**config.mk**
```make
export PLATFORM = sky130hd
export DESIGN_NAME = bounded_array_list_flat
export DESIGN_NICKNAME = d
export VERILOG_FILES = /design/src/rtl/bal_pkg.sv /design/src/rtl/bal_in_if.sv /design/src/rtl/bal_out_if.sv /design/src/rtl/bal_ctrl.sv /design/src/rtl/bal_cell.sv /design/src/rtl/bounded_array_list.sv /design/src/flat_wrapper.sv
export SDC_FILE = /design/constraint.sdc
export NUM_CORES = 2
export LEC_CHECK = 0
export ABC_AREA = 1
export BUFFER_PORTS_ARGS = -buffer_cell sky130_fd_sc_hd__clkbuf_2
export CELL_PAD_IN_SITES_DETAIL_PLACEMENT = 1
export CELL_PAD_IN_SITES_GLOBAL_PLACEMENT = 1
export CORE_ASPECT_RATIO = 1.75
export CORE_MARGIN = 2
export CORE_UTILIZATION = 30
export CTS_BUF_LIST = sky130_fd_sc_hd__clkbuf_2
export CTS_CLUSTER_SIZE = 28
export DETAILED_ROUTE_END_ITERATION = 12
export PLACE_DENSITY_LB_ADDON = 0.1
export SETUP_SLACK_MARGIN = 0.15
export SYNTH_ARGS = -nofsm -noshare
export SYNTH_HDL_FRONTEND = slang
export SYNTH_SLANG_ARGS = --single-unit
```
**constraint.sdc**
```tcl
create_clock -name clk -period 11.2 [get_ports clk]
set_input_delay 2.24 -clock clk [delete_from_list [all_inputs] [get_ports clk]]
set_output_delay 2.24 -clock clk [all_outputs]
set_load 0.05 [all_outputs]
```
**src/rtl/bal_pkg.sv**
```systemverilog
package bal_pkg;

	localparam int CAPACITY = 16;
	localparam int WORD_W   = 32;
	localparam int OP_W     = 3;
	localparam int IDX_W    = 5;
	localparam int CNT_W    = 5;

	localparam logic [OP_W-1:0] OP_APPEND = 3'd0;
	localparam logic [OP_W-1:0] OP_INSERT = 3'd1;
	localparam logic [OP_W-1:0] OP_REMOVE = 3'd2;
	localparam logic [OP_W-1:0] OP_SET    = 3'd3;
	localparam logic [OP_W-1:0] OP_READ   = 3'd4;
	localparam logic [OP_W-1:0] OP_CLEAR  = 3'd5;

	typedef logic [CNT_W-1:0]         cnt_t;
	typedef logic signed [WORD_W-1:0] word_t;

	// broadcast from the controller to every cell; the command strobes are already gated by accept and ok
	typedef struct packed {
		logic  load;
		logic  shift_up;
		logic  shift_down;
		logic  clear;
		logic  rd;
		cnt_t  pos;
		word_t value;
		logic  last_en;
		cnt_t  last_pos;
	} cell_cmd_t;

endpackage

```
**src/rtl/bal_in_if.sv**
```systemverilog
interface bal_in_if;
	import bal_pkg::*;

	logic                 valid;
	logic                 ready;
	logic [OP_W-1:0]      op;
	logic [IDX_W-1:0]     index;
	logic signed [WORD_W-1:0] value;

	modport source (output valid, output op, output index, output value, input ready);
	modport sink (input valid, input op, input index, input value, output ready);

endinterface

```
**src/rtl/bal_out_if.sv**
```systemverilog
interface bal_out_if;
	import bal_pkg::*;

	logic                     valid;
	logic                     ready;
	logic                     ok;
	logic signed [WORD_W-1:0] read_value;
	logic [CNT_W-1:0]         count;
	logic                     is_empty;
	logic                     is_full;
	logic signed [WORD_W-1:0] first_value;
	logic signed [WORD_W-1:0] last_value;

	modport source (output valid, output ok, output read_value, output count,
		output is_empty, output is_full, output first_value, output last_value,
		input ready);
	modport sink (input valid, input ok, input read_value, input count,
		input is_empty, input is_full, input first_value, input last_value,
		output ready);

endinterface

```
**src/rtl/bal_ctrl.sv**
```systemverilog
module bal_ctrl (
	input  logic                     clk,
	input  logic                     arst_n,
	input  logic                     fire,
	input  logic [bal_pkg::OP_W-1:0] op,
	input  logic [bal_pkg::IDX_W-1:0] index,
	input  bal_pkg::word_t           value,
	output bal_pkg::cell_cmd_t       cmd,
	output logic                     ok,
	output bal_pkg::cnt_t            nxt_used
);
	import bal_pkg::*;

	cnt_t used_q;
	cnt_t idx;
	logic not_full;
	logic in_range;
	logic do_load, do_up, do_down, do_clear, do_rd;
	cnt_t load_pos;
	cnt_t cnt_after;

	assign idx      = cnt_t'(index);
	assign not_full = (used_q != cnt_t'(CAPACITY));
	assign in_range = (idx < used_q);

	always_comb begin
		ok        = 1'b0;
		do_load   = 1'b0;
		do_up     = 1'b0;
		do_down   = 1'b0;
		do_clear  = 1'b0;
		do_rd     = 1'b0;
		load_pos  = idx;
		cnt_after = used_q;
		case (op)
			OP_APPEND: begin
				ok        = not_full;
				do_load   = 1'b1;
				load_pos  = used_q;
				cnt_after = used_q + cnt_t'(1);
			end
			OP_INSERT: begin
				ok        = not_full && (idx <= used_q);
				do_load   = 1'b1;
				do_up     = 1'b1;
				cnt_after = used_q + cnt_t'(1);
			end
			OP_REMOVE: begin
				ok        = in_range;
				do_down   = 1'b1;
				cnt_after = used_q - cnt_t'(1);
			end
			OP_SET: begin
				ok      = in_range;
				do_load = 1'b1;
			end
			OP_READ: begin
				ok    = in_range;
				do_rd = 1'b1;
			end
			OP_CLEAR: begin
				ok        = 1'b1;
				do_clear  = 1'b1;
				cnt_after = '0;
			end
			default: begin
				ok = 1'b0;
			end
		endcase
	end

	// a refused or idle cycle leaves every cell and the count alone
	assign nxt_used = (fire && ok) ? cnt_after : used_q;

	always_comb begin
		cmd.load       = fire && ok && do_load;
		cmd.shift_up   = fire && ok && do_up;
		cmd.shift_down = fire && ok && do_down;
		cmd.clear      = fire && ok && do_clear;
		cmd.rd         = fire && ok && do_rd;
		cmd.pos        = load_pos;
		cmd.value      = value;
		cmd.last_en    = (nxt_used != '0);
		cmd.last_pos   = nxt_used - cnt_t'(1);
	end

	always_ff @(posedge clk or negedge arst_n) begin
		if (!arst_n) begin
			used_q <= '0;
		end else begin
			used_q <= nxt_used;
		end
	end

endmodule

```
**src/rtl/bal_cell.sv**
```systemverilog
module bal_cell (
	input  logic               clk,
	input  logic               arst_n,
	input  bal_pkg::cnt_t      pos,
	input  bal_pkg::cell_cmd_t cmd,
	input  bal_pkg::word_t     left,
	input  bal_pkg::word_t     right,
	output bal_pkg::word_t     slot,
	output bal_pkg::word_t     rd_tap,
	output bal_pkg::word_t     first_tap,
	output bal_pkg::word_t     last_tap
);
	import bal_pkg::*;

	word_t slot_q;
	word_t slot_d;

	// slots at or above the count always hold zero, so shifting zeros in is safe
	always_comb begin
		if (cmd.clear) begin
			slot_d = '0;
		end else if (cmd.load && (pos == cmd.pos)) begin
			slot_d = cmd.value;
		end else if (cmd.shift_up && (pos > cmd.pos)) begin
			slot_d = left;
		end else if (cmd.shift_down && (pos >= cmd.pos)) begin
			slot_d = right;
		end else begin
			slot_d = slot_q;
		end
	end

	always_ff @(posedge clk or negedge arst_n) begin
		if (!arst_n) begin
			slot_q <= '0;
		end else begin
			slot_q <= slot_d;
		end
	end

	assign slot      = slot_q;
	assign rd_tap    = (cmd.rd && (pos == cmd.pos)) ? slot_q : '0;
	assign first_tap = (pos == '0) ? slot_d : '0;
	assign last_tap  = (cmd.last_en && (pos == cmd.last_pos)) ? slot_d : '0;

endmodule

```
**src/rtl/bounded_array_list.sv**
```systemverilog
// Result: registered, valid in the cycle after its transaction is accepted.
// Throughput: one operation per cycle unless a result is stalled; every cell compares
// its own position with the index and shifts or loads in the same cycle, so no operation iterates.
// Input is taken while a result waits, as long as that result is taken too.
// Reset: asynchronous, active low; empties the list, zeroes all slots, drops the result.
module bounded_array_list (
	input  logic       clk,
	input  logic       arst_n,
	bal_in_if.sink     req,
	bal_out_if.source  rsp
);
	import bal_pkg::*;

	logic      fire;
	cell_cmd_t cmd;
	logic      ok;
	cnt_t      nxt_used;

	word_t slot_w  [CAPACITY];
	word_t left_w  [CAPACITY];
	word_t right_w [CAPACITY];
	word_t rd_w    [CAPACITY];
	word_t first_w [CAPACITY];
	word_t last_w  [CAPACITY];

	word_t rd_or, first_or, last_or;

	logic  valid_q;
	logic  ok_q;
	word_t read_value_q;
	cnt_t  count_q;
	word_t first_q;
	word_t last_q;

	assign req.ready = !valid_q || rsp.ready;
	assign fire      = req.valid && req.ready;

	bal_ctrl u_ctrl (
		.clk      (clk),
		.arst_n   (arst_n),
		.fire     (fire),
		.op       (req.op),
		.index    (req.index),
		.value    (req.value),
		.cmd      (cmd),
		.ok       (ok),
		.nxt_used (nxt_used)
	);

	for (genvar k = 0; k < CAPACITY; k++) begin : g_cell
		if (k == 0) begin : g_head
			assign left_w[k] = '0;
		end else begin : g_body
			assign left_w[k] = slot_w[k-1];
		end
		if (k == CAPACITY - 1) begin : g_tail
			assign right_w[k] = '0;
		end else begin : g_next
			assign right_w[k] = slot_w[k+1];
		end

		bal_cell u_cell (
			.clk       (clk),
			.arst_n    (arst_n),
			.pos       (cnt_t'(k)),
			.cmd       (cmd),
			.left      (left_w[k]),
			.right     (right_w[k]),
			.slot      (slot_w[k]),
			.rd_tap    (rd_w[k]),
			.first_tap (first_w[k]),
			.last_tap  (last_w[k])
		);
	end

	// each tap is zero except at the one selected cell
	always_comb begin
		rd_or    = '0;
		first_or = '0;
		last_or  = '0;
		for (int k = 0; k < CAPACITY; k++) begin
			rd_or    = rd_or | rd_w[k];
			first_or = first_or | first_w[k];
			last_or  = last_or | last_w[k];
		end
	end

	always_ff @(posedge clk or negedge arst_n) begin
		if (!arst_n) begin
			valid_q <= 1'b0;
		end else if (fire) begin
			valid_q <= 1'b1;
		end else if (rsp.ready) begin
			valid_q <= 1'b0;
		end
	end

	always_ff @(posedge clk) begin
		if (fire) begin
			ok_q         <= ok;
			read_value_q <= rd_or;
			count_q      <= nxt_used;
			first_q      <= first_or;
			last_q       <= last_or;
		end
	end

	assign rsp.valid       = valid_q;
	assign rsp.ok          = ok_q;
	assign rsp.read_value  = read_value_q;
	assign rsp.count       = count_q;
	assign rsp.is_empty    = (count_q == '0);
	assign rsp.is_full     = (count_q == cnt_t'(CAPACITY));
	assign rsp.first_value = first_q;
	assign rsp.last_value  = last_q;

endmodule

```
**src/flat_wrapper.sv**
```systemverilog
// flat-port wrapper written by rule: the top's interface ports become plain ports
module bounded_array_list_flat import bal_pkg::*;
  (clk, arst_n, req_valid, req_op, req_index, req_value, req_ready, rsp_valid, rsp_ok, rsp_read_value, rsp_count, rsp_is_empty, rsp_is_full, rsp_first_value, rsp_last_value, rsp_ready);
  bal_in_if req_i ();
  bal_out_if rsp_i ();
  input  logic clk;
  input  logic arst_n;
  input wire logic [$bits(req_i.valid)-1:0] req_valid;
  input wire logic [$bits(req_i.op)-1:0] req_op;
  input wire logic [$bits(req_i.index)-1:0] req_index;
  input wire logic [$bits(req_i.value)-1:0] req_value;
  output wire logic [$bits(req_i.ready)-1:0] req_ready;
  output wire logic [$bits(rsp_i.valid)-1:0] rsp_valid;
  output wire logic [$bits(rsp_i.ok)-1:0] rsp_ok;
  output wire logic [$bits(rsp_i.read_value)-1:0] rsp_read_value;
  output wire logic [$bits(rsp_i.count)-1:0] rsp_count;
  output wire logic [$bits(rsp_i.is_empty)-1:0] rsp_is_empty;
  output wire logic [$bits(rsp_i.is_full)-1:0] rsp_is_full;
  output wire logic [$bits(rsp_i.first_value)-1:0] rsp_first_value;
  output wire logic [$bits(rsp_i.last_value)-1:0] rsp_last_value;
  input wire logic [$bits(rsp_i.ready)-1:0] rsp_ready;
  assign req_i.valid = req_valid;
  assign req_i.op = req_op;
  assign req_i.index = req_index;
  assign req_i.value = req_value;
  assign req_ready = req_i.ready;
  assign rsp_valid = rsp_i.valid;
  assign rsp_ok = rsp_i.ok;
  assign rsp_read_value = rsp_i.read_value;
  assign rsp_count = rsp_i.count;
  assign rsp_is_empty = rsp_i.is_empty;
  assign rsp_is_full = rsp_i.is_full;
  assign rsp_first_value = rsp_i.first_value;
  assign rsp_last_value = rsp_i.last_value;
  assign rsp_i.ready = rsp_ready;
  bounded_array_list u_core (.clk(clk), .arst_n(arst_n), .req(req_i), .rsp(rsp_i));
endmodule
```
==> run metrics <==
Placer Congestion 0.941; max cap viols 0; reg2reg end u_core.rsp.last_value[6]; total grt overflow 0; Max-slew headroom 0.148; Final Slew Violations 0; drt initial violations 6,064; Multi-input gate area 0.0233 sq mm; Setup TNS 0 ps; Fin Clk Skew 108 ps; setup bufs post-CTS 0; final core utilization 0.332; vias per inst 6.01; Post-CTS Resized 0; vias 54,200; CTS Sinks 620; Total Routed Length 311,000 um; RSZ-0062 raised after global routing false; Fin Hold WS 604 ps; Port-buffer cells 149; largest net degree at the start of global routing 136; Fmax 0.166 GHz; Sw Ratio 0.496; Tcrit/Tclk final 0.538; share of layout cells above drive strength 1 0.0995; Syn-to-layout area delta 10.0%; sequential share of power 0.401; Core Region 0.146 sq mm; Power per Cell Area 206 mW/mm^2; Layout Cells excl Fill 9,026; drt wl/cell 34.4 um; Final Hold Viols 0; status finished clean; Syn Nets 7,047; num rows 186; Die H 511 um; crit path kind input pin to flop; EDFF count, synth 102; r2r setup slk 5520 ps; H-tree Lvls 4; Layout fillers 19,000; Critical R2R Launch u_core.u_ctrl.used_q[4]; Int Pwr 0.00504 W; Total Routing Usage GR 0.404; die width 294 um; Mapped Area 0.0441 sq mm; nets 7,051; vias in the first global route 54,100; total number of yosys warnings 0; CTS tree done; critical path startpoint category input pin; Root Driver clkbuf_2; worst setup path start req_op[1]; Top Ports 150; clock tree buffer depth 4; initial antenna violation count 26; LEAKAGE 25.4 nW; FFs w/ async S/R, synth 0.835; CP required 12,370 ps; DRT Pass-1 Iters 8; Critical path destination u_core.rsp.last_value[6]; # setup viols final 0; Most used DFF post-synth dfrtp_1; sequential area share after synthesis 0.363; Mapped Avg Cell Area 6.31 sq um; Inst Count DP 8,695; clock power share 0.191; Synth Instances 6,994; crit end category flop; CTS clk-pin slew, worst paths 120 ps; Tmin final 6030 ps; DRT antenna net count 0; DRC viols 0; first-pass GRT wire length 423,000 um; actual slew at the worst max-slew pin 1270 ps; Netlist cell types 42; Die ar. 0.150 sq mm; CTS Buf Count 181; R2R depth 23; Net Sw Power 0.00496 W; combinational share of power 0.408; worst skew pair latency 1480 ps; post-cts hold buffer count 0; total chip power 0.0100 W; Sequential Area 0.0160 sq mm; CP max FO 30; Yosys reg bits 620; DPL Wire Length 187,000 um; Initial Utilization 0.302; Worst VDD drop 117 uV; worst hold path type flop to flop; CP arrival 7190 ps
## power by group through the flow
stage / Clock [W] / Combinational [W] / Sequential, W
2_1_floorplan: 0 / 0.00252 / 0.00391
3_3_place_gp: 0 / 0.00392 / 0.00402
3_5_place_dp: 0 / 0.00398 / 0.00402
4_1_cts: 0.00193 / 0.00400 / 0.00397
5_1_grt: 0.00203 / 0.00452 / 0.00408
6_report: 0.00191 / 0.00408 / 0.00401
## layer usage
metal  vias to the layer above  routed length [um]  share of wire  global-route usage
met2                      3367              140000           0.45               0.639
met4                        14               28900          0.093               0.318
met3                      1256               28200          0.091              0.0834
met1                     27000              114000           0.37               0.473
li1                      22600                   -              -                   -
met5                         -                 168        0.00054                   0
## stage by stage
step / worst slack [ps] / instance area [sq um]
floorplan: 3360 / 44100
finish: 5170 / 48600
global placement: 3840 / 47000
global route: 5090 / 48600
detailed placement: 3830 / 47000
CTS: 5360 / 48500
## cell type report
cell class | instances | area share
timing repair buffer | 295 | 0.0397
tap | 1880 | 0.0484
sequential | 620 | 0.330
clock inverter | 47 | 0.00489
inverter | 892 | 0.0692
antenna | 18 | 0.000927
multi-input combinational | 5008 | 0.480
clock buffer | 266 | 0.0274
## synth_stat cells (all sizes together), types with 29 or more instances
library cell     n  share of area
a21boi         103          0.018
a21oi          804          0.091
and2            84          0.012
buf            110          0.012
clkbuf         364          0.031
dfrtp          518           0.29
edfxtp         102          0.069
inv            889          0.076
nand2         2015           0.17
nand3          501          0.057
nor2           756          0.067
nor3            34         0.0041
nor4            33         0.0047
o2111ai         29         0.0058
o211ai          76          0.013
o21ai          327          0.037
o22ai          201          0.028
## placed cells by master (no fill, tap or decap), types with 2 or more instances in the layout
cell / instances
inv_1: 849
bufinv_16: 2
o2111ai_1: 29
nand4_1: 21
a21boi_1: 101
nor2_1: 704
ha_1: 8
o22ai_1: 201
nand3_4: 2
o211ai_1: 76
dfrtp_1: 518
nor2_2: 5
clkbuf_2: 414
inv_2: 33
a21oi_1: 801
buf_4: 140
nand2_1: 1979
nor3_1: 32
diode_2: 18
o21ai_2: 2
nand2_4: 14
o21ai_0: 307
a21oi_2: 2
clkinv_2: 13
nand3b_1: 7
edfxtp_1: 102
o21ai_1: 18
nor4_1: 33
a21boi_0: 2
nand3_1: 498
clkinv_1: 41
and2_1: 84
buf_12: 6
nor2_4: 46
o221ai_1: 3
nand2_2: 22
## registers in the layout, summed over array words and instances, names as in the netlist
name,count
u_core.g_cell.u_cell.slot,512
u_core.rsp.first_value,32
u_core.rsp.last_value,32
u_core.rsp.read_value,32
u_core.rsp.count,5
u_core.u_ctrl.used_q,5
u_core.rsp.ok,1
u_core.rsp.valid,1
## worst max-delay path, cell delays in order
cell	delay (ps)
clkbuf_2	180
inv_1	80
nor2_1	140
nand2_1	160
inv_2	160
ha_1	290
a21oi_1	210
nand2_1	80
nand2_1	70
nand3_1	70
nand2_1	60
nand4_1	110
nand2_2	240
nor2_1	110
nand3_2	100
buf_4	630
nand2_2	80
buf_4	340
nand2_2	830
inv_1	510
nand2_1	180
nand3_1	90
nor2_1	90
nand3_1	60
## cells by family (layout without fill, tap and decap cells)
| kind of cell | count (synthesis) | in the layout | synth area share |
|---|---|---|---|
| compound gates | 1545 | 1545 | 0.194 |
| xor+xnor | 1 | 1 | 0.000198 |
| fa+ha+maj | 9 | 9 | 0.00272 |
| buf+inv | 1366 | 1500 | 0.118 |
| flops | 620 | 620 | 0.363 |
| other cells | 0 | 18 | 0 |
| simple gates | 3453 | 3453 | 0.322 |
## how the worst min path moves through the flow
| stage | to | startpoint | cells after the start |
|---|---|---|---|
| floorplan | u_core.g_cell[11].u_cell.slot[31] | u_core.g_cell[10].u_cell.slot[31] | 4 |
| global placement | u_core.g_cell[11].u_cell.slot[10] | u_core.g_cell[10].u_cell.slot[10] | 4 |
| detailed placement | u_core.rsp.valid | u_core.rsp.valid | 2 |
| CTS | u_core.g_cell[6].u_cell.slot[18] | u_core.g_cell[5].u_cell.slot[18] | 2 |
| global route | u_core.rsp.valid | u_core.rsp.valid | 2 |
| finish | u_core.g_cell[6].u_cell.slot[18] | u_core.g_cell[5].u_cell.slot[18] | 2 |
Power figures use the tool's default switching activity.
